File: src/rtl/rnt_pkg.sv
`default_nettype none
// ----------------------------------------------------------------------------
// rnt_pkg
// shared types and codes for the ranked neighbour top-k list
// ----------------------------------------------------------------------------
package rnt_pkg;

  localparam int MAX_ENTRIES_DEF = 8;

  localparam int ADDR_W   = 16;
  localparam int DEG_W    = 8;
  localparam int CFG_IDX_W = 2;
  localparam int CFG_DATA_W = 16;

  typedef logic [1:0] role_t;
  localparam role_t ROLE_HEAD   = 2'd0;
  localparam role_t ROLE_MEMBER = 2'd1;
  localparam role_t ROLE_OTHER  = 2'd2;

  typedef logic [1:0] phase_t;
  localparam phase_t PH_ELECTION   = 2'd0;
  localparam phase_t PH_CONSENSUS  = 2'd1;
  localparam phase_t PH_CONNECTION = 2'd2;
  localparam phase_t PH_OTHER      = 2'd3;

  typedef logic [CFG_IDX_W-1:0] cfg_idx_t;
  localparam cfg_idx_t CFG_OWN_ADDRESS = 2'd0;
  localparam cfg_idx_t CFG_OWN_DEGREE  = 2'd1;
  localparam cfg_idx_t CFG_NODE_ROLE   = 2'd2;

  typedef struct packed {
    logic [ADDR_W-1:0] address;
    logic [DEG_W-1:0]  degree;
    logic [ADDR_W-1:0] reference;
  } entry_t;

  // role code three saturates to other
  function automatic role_t role_sat(input logic [1:0] code);
    role_t r;
    r = (code > ROLE_OTHER) ? ROLE_OTHER : code;
    return r;
  endfunction

endpackage : rnt_pkg
`default_nettype wire

File: src/rtl/rnt_entry_ram.sv
`default_nettype none
// ----------------------------------------------------------------------------
// rnt_entry_ram
// entry store for both lists, one write and one registered read per cycle
// ----------------------------------------------------------------------------
module rnt_entry_ram #(
  parameter int AW = 4
) (
  input  wire logic            clk,
  input  wire logic            re,
  input  wire logic [AW-1:0]   raddr,
  output rnt_pkg::entry_t      rdata,
  input  wire logic            we,
  input  wire logic [AW-1:0]   waddr,
  input  rnt_pkg::entry_t      wdata
);
  import rnt_pkg::*;

  entry_t mem [2**AW];

  always_ff @(posedge clk) begin
    if (we) begin
      mem[waddr] <= wdata;
    end
  end

  always_ff @(posedge clk) begin
    if (re) begin
      rdata <= mem[raddr];
    end
  end

endmodule : rnt_entry_ram
`default_nettype wire

File: src/rtl/ranked_neighbour_topk_list.sv
`default_nettype none
// ----------------------------------------------------------------------------
// ranked_neighbour_topk_list
// two bounded lists of neighbours ranked by degree then address
// ----------------------------------------------------------------------------
// A request is taken when start is high and busy is low. Its result appears
// for exactly one cycle with done high and cannot be held off by the
// receiver. The selected list is walked one entry per cycle through the
// entry memory's single read port, then entries below the insertion point
// are moved down one per cycle, then the new entry is written. An invalid
// phase is answered straight from idle and an empty list goes straight to
// the write; a duplicate or a drop ends the walk with the result. Ranks
// walked plus entries moved never exceed MAX_ENTRIES. busy falls with the
// result strobe. Configuration writes are taken while busy and start are
// low.
module ranked_neighbour_topk_list #(
  parameter int MAX_ENTRIES = rnt_pkg::MAX_ENTRIES_DEF
) (
  input  wire logic                        clk,
  input  wire logic                        rst,
  input  wire logic                        start,
  output      logic                        busy,
  input  wire logic [1:0]                  phase,
  input  wire logic [rnt_pkg::ADDR_W-1:0]  neighbour_address,
  input  wire logic [rnt_pkg::DEG_W-1:0]   neighbour_degree,
  input  wire logic [rnt_pkg::ADDR_W-1:0]  reference_address,
  input  wire logic [rnt_pkg::DEG_W-1:0]   announced_degree,
  output      logic                        done,
  output      logic                        accepted,
  output      logic                        inserted,
  output      logic                        evicted,
  output      logic [2:0]                  slot,
  output      logic [rnt_pkg::DEG_W-1:0]   stored_degree,
  output      logic [rnt_pkg::ADDR_W-1:0]  stored_reference,
  output      logic [3:0]                  list_size,
  output      logic [1:0]                  role_now,
  input  wire logic                        cfg_valid,
  output      logic                        cfg_ready,
  input  wire logic [rnt_pkg::CFG_IDX_W-1:0]  cfg_index,
  input  wire logic [rnt_pkg::CFG_DATA_W-1:0] cfg_data
);
  import rnt_pkg::*;

  localparam int CW = $clog2(MAX_ENTRIES + 1);
  localparam int IW = (MAX_ENTRIES > 1) ? $clog2(MAX_ENTRIES) : 1;
  localparam int AW = IW + 1;

  typedef enum logic [3:0] {
    S_IDLE  = 4'b0001,
    S_WALK  = 4'b0010,
    S_SHIFT = 4'b0100,
    S_WRITE = 4'b1000
  } state_t;

  state_t state;

  logic [ADDR_W-1:0] own_address;
  logic [DEG_W-1:0]  own_degree;
  role_t             current_role;
  logic [CW-1:0]     count [2];

  logic              sel;
  logic [ADDR_W-1:0] addr_q;
  logic [DEG_W-1:0]  deg_q;
  logic [DEG_W-1:0]  sdeg_q;
  logic [ADDR_W-1:0] sref_q;
  logic [CW-1:0]     cnt_q;
  logic [CW-1:0]     idx;
  logic [CW-1:0]     pos_q;
  logic              ev_q;

  logic              re;
  logic [AW-1:0]     raddr;
  entry_t            rdata;
  logic              we;
  logic [AW-1:0]     waddr;
  entry_t            wdata;

  logic              accept;
  logic              sel_in;
  logic [CW-1:0]     cnt_in;
  role_t             role_eff;
  logic              hit;
  logic              above;
  logic [CW-1:0]     idx_inc;
  logic              last;
  logic              finish;
  logic [CW-1:0]     fpos;
  logic              full;
  logic              do_ins;
  logic              do_ev;
  logic [CW-1:0]     ncnt;
  logic              need_shift;
  logic [CW-1:0]     cnt_done;

  rnt_entry_ram #(
    .AW(AW)
  ) u_ram (
    .clk  (clk),
    .re   (re),
    .raddr(raddr),
    .rdata(rdata),
    .we   (we),
    .waddr(waddr),
    .wdata(wdata)
  );

  assign busy      = (state != S_IDLE);
  // no register write at the edge that takes a request
  assign cfg_ready = ~busy & ~start;
  assign accept    = start & ~busy;
  assign sel_in    = (phase == PH_CONNECTION);
  assign cnt_in    = count[sel_in];
  // an empty list in election or consensus drops the node back to member
  assign role_eff  = (cnt_in == '0 && phase != PH_CONNECTION) ? ROLE_MEMBER : current_role;

  // walk comparison against the entry just read
  assign hit        = (rdata.address == addr_q);
  assign above      = (deg_q > rdata.degree) ||
                      (deg_q == rdata.degree && addr_q > rdata.address);
  assign idx_inc    = idx + CW'(1);
  assign last       = (idx_inc == cnt_q);
  assign finish     = ~hit & (above | last);
  assign fpos       = above ? idx : cnt_q;
  assign full       = (cnt_q == CW'(MAX_ENTRIES));
  assign do_ins     = ~full | above;
  assign do_ev      = full & above;
  assign ncnt       = do_ev ? CW'(MAX_ENTRIES - 1) : cnt_q;
  assign need_shift = (ncnt > fpos);
  assign cnt_done   = cnt_q + CW'(1);

  always_comb begin
    re    = 1'b0;
    raddr = {sel, IW'(idx_inc)};
    we    = 1'b0;
    waddr = {sel, IW'(idx_inc)};
    wdata = rdata;
    case (state)
      S_IDLE: begin
        re    = accept && phase != PH_OTHER && cnt_in != '0;
        raddr = {sel_in, IW'(0)};
      end
      S_WALK: begin
        if (!hit && !finish) begin
          re    = 1'b1;
          raddr = {sel, IW'(idx_inc)};
        end else if (finish && do_ins && need_shift) begin
          re    = 1'b1;
          raddr = {sel, IW'(ncnt - CW'(1))};
        end
      end
      S_SHIFT: begin
        we    = 1'b1;
        waddr = {sel, IW'(idx_inc)};
        wdata = rdata;
        if (idx != pos_q) begin
          re    = 1'b1;
          raddr = {sel, IW'(idx - CW'(1))};
        end
      end
      S_WRITE: begin
        we    = 1'b1;
        waddr = {sel, IW'(pos_q)};
        wdata = '{address: addr_q, degree: sdeg_q, reference: sref_q};
      end
      default: begin
        re = 1'b0;
        we = 1'b0;
      end
    endcase
  end

  always_ff @(posedge clk) begin
    if (rst) begin
      state        <= S_IDLE;
      done         <= 1'b0;
      count[0]     <= '0;
      count[1]     <= '0;
      current_role <= ROLE_MEMBER;
      own_address  <= '0;
      own_degree   <= '0;
    end else begin
      done <= 1'b0;

      if (cfg_valid && cfg_ready) begin
        case (cfg_index)
          CFG_OWN_ADDRESS: own_address  <= cfg_data;
          CFG_OWN_DEGREE:  own_degree   <= cfg_data[DEG_W-1:0];
          CFG_NODE_ROLE:   current_role <= role_sat(cfg_data[1:0]);
          default:         ;
        endcase
      end

      case (state)
        S_IDLE: begin
          if (accept) begin
            sel    <= sel_in;
            addr_q <= neighbour_address;
            deg_q  <= neighbour_degree;
            if (role_eff == ROLE_HEAD) begin
              sdeg_q <= announced_degree - own_degree;
              sref_q <= reference_address - own_address;
            end else begin
              sdeg_q <= neighbour_degree;
              sref_q <= reference_address;
            end
            if (phase == PH_OTHER) begin
              done             <= 1'b1;
              accepted         <= 1'b0;
              inserted         <= 1'b0;
              evicted          <= 1'b0;
              slot             <= '0;
              stored_degree    <= '0;
              stored_reference <= '0;
              list_size        <= '0;
              role_now         <= current_role;
            end else if (cnt_in == '0) begin
              current_role <= role_eff;
              cnt_q        <= '0;
              pos_q        <= '0;
              ev_q         <= 1'b0;
              state        <= S_WRITE;
            end else begin
              cnt_q <= cnt_in;
              idx   <= '0;
              state <= S_WALK;
            end
          end
        end
        S_WALK: begin
          if (hit || (finish && !do_ins)) begin
            // duplicate ahead of the insertion point, or dropped after a full list
            done             <= 1'b1;
            accepted         <= 1'b1;
            inserted         <= 1'b0;
            evicted          <= 1'b0;
            slot             <= '0;
            stored_degree    <= '0;
            stored_reference <= '0;
            list_size        <= 4'(cnt_q);
            role_now         <= current_role;
            state            <= S_IDLE;
          end else if (finish) begin
            pos_q <= fpos;
            cnt_q <= ncnt;
            ev_q  <= do_ev;
            if (need_shift) begin
              idx   <= ncnt - CW'(1);
              state <= S_SHIFT;
            end else begin
              state <= S_WRITE;
            end
          end else begin
            idx <= idx_inc;
          end
        end
        S_SHIFT: begin
          if (idx == pos_q) begin
            state <= S_WRITE;
          end else begin
            idx <= idx - CW'(1);
          end
        end
        S_WRITE: begin
          count[sel]       <= cnt_done;
          done             <= 1'b1;
          accepted         <= 1'b1;
          inserted         <= 1'b1;
          evicted          <= ev_q;
          slot             <= 3'(pos_q);
          stored_degree    <= sdeg_q;
          stored_reference <= sref_q;
          list_size        <= 4'(cnt_done);
          role_now         <= current_role;
          state            <= S_IDLE;
        end
        default: begin
          state <= S_IDLE;
        end
      endcase
    end
  end

endmodule : ranked_neighbour_topk_list
`default_nettype wire

File: config.mk
export PLATFORM = sky130hd
export DESIGN_NAME = ranked_neighbour_topk_list
export DESIGN_NICKNAME = d
export VERILOG_FILES = /design/src/rtl/rnt_pkg.sv /design/src/rtl/rnt_entry_ram.sv /design/src/rtl/ranked_neighbour_topk_list.sv
export SDC_FILE = /design/constraint.sdc
export NUM_CORES = 1
export LEC_CHECK = 0
export BUFFER_PORTS_ARGS = -buffer_cell sky130_fd_sc_hd__buf_2
export CAP_MARGIN = 0
export CORE_MARGIN = 4
export CORE_UTILIZATION = 40
export DETAILED_ROUTE_END_ITERATION = 10
export PLACE_DENSITY = 0.59
export SKIP_CTS_REPAIR_TIMING = 1
export SLEW_MARGIN = 10
export SYNTH_ARGS = -nofsm -noshare
export SYNTH_HDL_FRONTEND = slang
export SYNTH_HIERARCHICAL = 1
export SYNTH_SLANG_ARGS = --single-unit
File: constraint.sdc
create_clock -name clk -period 9.71 [get_ports clk]
set_clock_uncertainty 0.05 [all_clocks]
set_input_delay 1.4565 -clock clk [delete_from_list [all_inputs] [get_ports clk]]
set_output_delay 1.4565 -clock clk [all_outputs]
set_load 0.02 [all_outputs]
* Yosys cells after proc, flatten, opt, wreduce, memory -nomap -nowiden
Memories as Yosys holds them, arrays and structs flattened. A register that Yosys moved wholly into a read port is not among the register bits.
Cells that the tools add are included.
** Word-level totals
- Register bits after elaboration :: 129
- Input port bits :: 72
- Word-level logic and storage cells :: 203
- Memories kept :: 2
- Bits in writable memories :: 648
- Output and inout bits :: 39
** Memory list
- u_ram.mem :: words 16, width 40, read ports 1, clocked after memory_dff 1, write ports 1, line rnt_entry_ram.sv:19 : entry_t mem [2**AW];
- count :: words 2, width 4, read ports 1, clocked after memory_dff 0, write ports 2, line ranked_neighbour_topk_list.sv:60 : logic [CW-1:0] count [2];
** Cells by class
- Muxes and demuxes :: 98
- Order comparisons :: 4
- Reductions and logical operators :: 31
- Eq/ne operators :: 29
- Add/subtract/negate cells :: 6
- Bitwise operators :: 11
** Operator list (number)
- two-way mux 4 bit :: 30
- two-way mux 16 bit :: 4
- one-hot mux 16 bit (3 select lines) :: 1
- one-hot mux 4 bit (3 select lines) :: 4
- two-way mux 40 bit :: 1
- two-way mux 8 bit :: 4
- two-way mux 1 bit :: 25
- inequality test 2 bit, second input constant :: 12
- one-hot mux 8 bit (3 select lines) :: 1
- two-way mux 2 bit :: 11
- two-way mux 3 bit :: 7
- equality test 16 bit :: 1
- > comparator 16 bit :: 1
- one-hot mux 4 bit (2 select lines) :: 2
- subtractor 16 bit :: 1
- one-hot mux 1 bit (3 select lines) :: 5
- logical AND 1 bit :: 9
- one-hot mux 3 bit (3 select lines) :: 1
- adder 4 x 1 -> 4 bit, second input constant :: 2
- equality test 4 bit :: 2
- equality test 4 bit, second input constant :: 2
- equality test 8 bit :: 1
- > comparator 8 bit :: 1
- AND reduction 8 bit :: 1
- other kinds (32) :: 50

* Logic depth before layout (Yosys ltp)
- Word-level depth :: 10
- Gate-level depth with buffers :: 24
- Mapped depth without buffers :: 20

* By module
The synthesis kept the hierarchy.
** By module, submodules not included
- rnt_entry_ram :: cells each 1040, instances 1, area each 25533.2 um^2, sequential area each 20419.6 um^2
- ranked_neighbour_topk_list :: cells each 809, instances 1, area each 8072.7 um^2, sequential area each 3803.6 um^2

* Least setup slack after synthesis
OpenSTA, ideal clock, no wires.
- Kind :: register -> register
- From :: reg state[1]
- To :: mem u_ram/mem[0][0] (netlist bit) (enable)
- Stages on the path, launching flop included :: 8
- Data arrival time :: 4.568 ns
- Slack :: 4.605 ns
- Setup time :: 0.487 ns
- Required time :: 9.173 ns
- Clock period less this slack :: 5.105 ns
- Path buffers :: 2
- Cells stage by stage :: dfxtp_1 nor2_1 nand3b_1 clkbuf_1 buf_1 a21oi_1 or3b_2 nor3_1
** On the way
- Elaborated cells between the ends (all ways) :: 7
- Classes of those cells :: eq/ne: 2; mux: 4; reduce/logical: 1
** RTL lines
- from (decl) :: line ranked_neighbour_topk_list.sv:55 : state_t state;
- from (signal assigned) :: line ranked_neighbour_topk_list.sv:175 : state <= S_IDLE;
- from (signal assigned) :: line ranked_neighbour_topk_list.sv:222 : state <= S_WRITE;
- from (signal assigned) :: line ranked_neighbour_topk_list.sv:226 : state <= S_WALK;
- equality test 4 bit :: line ranked_neighbour_topk_list.sv:138 : case (state)
- two-way mux 3 bit :: line ranked_neighbour_topk_list.sv:138
- via waddr[2] :: line ranked_neighbour_topk_list.sv:76 : logic [AW-1:0] waddr;
- to (decl) :: line rnt_entry_ram.sv:19
The timed path passes the listed nets, and every way through them passes these cells.

* Worst setup path in the final report
- From :: reg addr_q[5]
- To :: reg u_ram/rdata[22] (netlist name)
** On the way
- Word-level cells in the longest chain between the ends :: 10
- Elaborated cells between the ends (all ways) :: 24
- Classes of those cells :: add/sub: 1; order compare: 2; eq/ne: 1; mux: 8; bitwise: 5; reduce/logical: 7
** RTL lines
- from (decl) :: line ranked_neighbour_topk_list.sv:63 : logic [ADDR_W-1:0] addr_q;
- from (signal assigned) :: line ranked_neighbour_topk_list.sv:198 : addr_q <= neighbour_address;
- > comparator 16 bit :: line ranked_neighbour_topk_list.sv:120 : (deg_q == rdata.degree && addr_q > rdata.address);
- logical AND 1 bit :: line ranked_neighbour_topk_list.sv:120
- logical OR 1 bit :: line ranked_neighbour_topk_list.sv:119 : assign above = (deg_q > rdata.degree) ||
- AND 1 bit or OR 1 bit (tied branches) :: line ranked_neighbour_topk_list.sv:127, ranked_neighbour_topk_list.sv:123
- two-way mux 4 bit or AND 1 bit (tied branches) :: line ranked_neighbour_topk_list.sv:128, ranked_neighbour_topk_list.sv:123
- > comparator 4 bit or logical AND 1 bit (tied branches) :: line ranked_neighbour_topk_list.sv:129, ranked_neighbour_topk_list.sv:147
- logical AND 1 bit :: line ranked_neighbour_topk_list.sv:147 : end else if (finish && do_ins && need_shift) begin
- two-way mux 3 bit :: line ranked_neighbour_topk_list.sv:147
- two-way mux 3 bit (*) :: line ranked_neighbour_topk_list.sv:144 : if (!hit && !finish) begin
- one-hot mux 4 bit (3 select lines) (*) :: line ranked_neighbour_topk_list.sv:138
- via raddr[1] :: line ranked_neighbour_topk_list.sv:73 : logic [AW-1:0] raddr;
The timed path passes the listed nets; every way through them passes the cells marked *.
A chain may end at the register's enable or synchronous reset.

==> results.yml <==
run_status:
  run_status: "completed"
detailed_routing:
  num_vias: 13000
  post_drt_via_cell_ratio: 5.46
  dr.pass1.iters: 5
  antenna_left: 0
  drtIter0Drc: 1143
  routedWlPerCell_um: 22.9
  wirelength_um: 54500
  drc_errors: 0
clock_tree:
  cts_root_buf: "clkbuf_16"
  insertion_delay_ps: 630
  clkTransAtPathRegs_ps: 70
  cts_tree: "built"
  clock_path_buffers: 3
  cts_buffers: 55
  cts_htree_levels: 2
  clkSinkCount: 545
pwr:
  power.density_mw_per_mm2: 212
  ir_drop_mv: 0.170
  p_leak_nw: 9.04
synth:
  synthesis.area_mm2: 0.0235
  synth_warnings: 6
  avgSynthCellArea_um2: 16.2
  syn_nets: 1575
  syn_inst: 1446
global_routing:
  grt_pass1_wl_um: 81400
  grt_max_degree: 97
  grt_usage_pct: 17.1
  overflow: 0
  antenna_found_initial: 0
  grt_pass1_vias: 13000
floorplan:
  die_area_mm2: 0.0626
  io_pins: 111
  start_util_pct: 40.5
  die_h_um: 250
  core-area_mm2: 0.0579
  die_x_um: 250
  rows: 88
finish:
  drive_above_1_share_pct: 21.6
  fin_nets: 1698
  synthToLayoutAreaGrowth_pct: 13.7
  multi_input_comb_area_mm2: 0.00673
  fin_area_mm2: 0.0267
  n_antenna_cell: 0
  fillers: 5071
  regArea_mm2: 0.0161
placement:
  placed_cell_area_mm2: 0.0249
  place_ws_ps: 3430
  io_buffers: 110
  gp_congestion: 0.859
  dp_hpwl_um: 31500
timing:
  report.final.hold_viol_count: 0
  fin_crit_ps: 6420
  final_max_slew_viol_count: 0
  setup_ws_ps: 3290
  max_slew_margin_pct: 25.4
  grt_setup_unrepaired: "false"
  period_share_pct: 66.1
  tightestPinTransition_ps: 1120
  max_freq_ghz: 0.156
  setup_viol: 0
  fin_setup_tns_ps: 0
setup_path:
  crit_arrival_ps: 6710
  critPathMaxFanout: 59
  required_ps: 10000
  end_kind: "flip-flop"
  critPathKind: "flip-flop to flip-flop"
  crit_path_start_kind: "flip-flop"
worst_hold_path:
  hp-class: "flip-flop to flip-flop"
run:
  cap_violations: 0
==> metal layers <==
| layer | track usage (%) | wire [µm] |
|---|---|---|
| met4 | 3.74 | 990 |
| met3 | 3.42 | 3290 |
| met5 | 0 | 0 |
| met1 | 23.7 | 23800 |
| met2 | 28.3 | 26400 |
==> registers in the layout, indices dropped and copies added (netlist names), 8 cells and up <==
name and count:
addr_q 16, own_address 16, stored_degree 8, u_ram/mem 384, u_ram/rdata 24, sdeg_q 8, stored_reference 16, deg_q 8
own_degree 8, sref_q 16, count 8
==> cells in the final DEF, fill, tap and decap left out, types with 7 or more instances in the layout <==
cell       count
mux4_1        35
clkinv_1      15
clkinv_2      16
o21ai_0       60
mux4_2        61
dfxtp_1       31
xor2_1        10
a22oi_1       49
nand3_1       22
nor2_2        13
a211oi_1      10
or3_1          7
o21a_1         9
ha_1          55
mux2i_1       22
xnor2_1       15
nand2_1      101
nor3_1        15
nor2b_1        9
nand4_1        8
edfxtp_1     514
and2_1        32
buf_4         42
o31ai_1        7
clkbuf_16     55
a21o_1        17
inv_1         66
a21oi_1       41
buf_2        110
nor2_1        56
==> path summary, 6_finish.rpt <==
kind,start,end,slack (ps),cells after the start
hold / removal,own_degree[2],own_degree[2],410,2
hold reg to reg,own_degree[2],own_degree[2],410,2
setup reg to reg,addr_q[5],u_ram/rdata[22],3290,20
setup / recovery,addr_q[5],u_ram/rdata[22],3290,20
==> area by class of cell <==
| type | count | area share, % |
|---|---|---|
| Timing Repair Buffer | 153 | 3.32 |
| Sequential cell | 545 | 60.2 |
| Inverter | 68 | 0.957 |
| Clock inverter | 44 | 1.49 |
| Clock buffer | 60 | 5.23 |
| Multi-Input combinational cell | 746 | 25.2 |
| Tap cell | 765 | 3.59 |
==> where the power goes <==
part	internal (mW)	total, mW	switching, mW
logic	0.320	0.808	0.488
clock network	1.18	2.09	0.914
registers	2.72	2.75	0.0296
total	4.22	5.65	1.43
==> worst max-delay path: stages, from the launching register on <==
cell,delay (ps)
edfxtp_1,390
ha_1,340
a21oi_1,180
o22ai_1,100
o31ai_1,710
nand4_2,420
nand2_2,270
mux2i_1,250
ha_1,270
nor2b_1,130
o21a_1,160
o21a_1,160
o21a_1,200
o211ai_2,130
o21ai_0,210
a2bb2oi_4,170
buf_4,490
buf_4,740
mux4_2,420
a22oi_1,200
nand2_1,80
==> metrics by stage <==
| step | total power [mW] | instances | util [%] | hold slack, ps |
|---|---|---|---|---|
| floorplan | 3.39 | 1446 | - | 386 |
| global placement | 3.59 | 2277 | 43.0 | 401 |
| detailed placement | 3.61 | 2277 | 43.0 | 403 |
| CTS | 5.71 | 2381 | 46.1 | 413 |
| global route | 5.89 | 2381 | 46.1 | 441 |
| finish | 5.65 | 2381 | 46.1 | 411 |
Power figures use the tool's default switching activity.
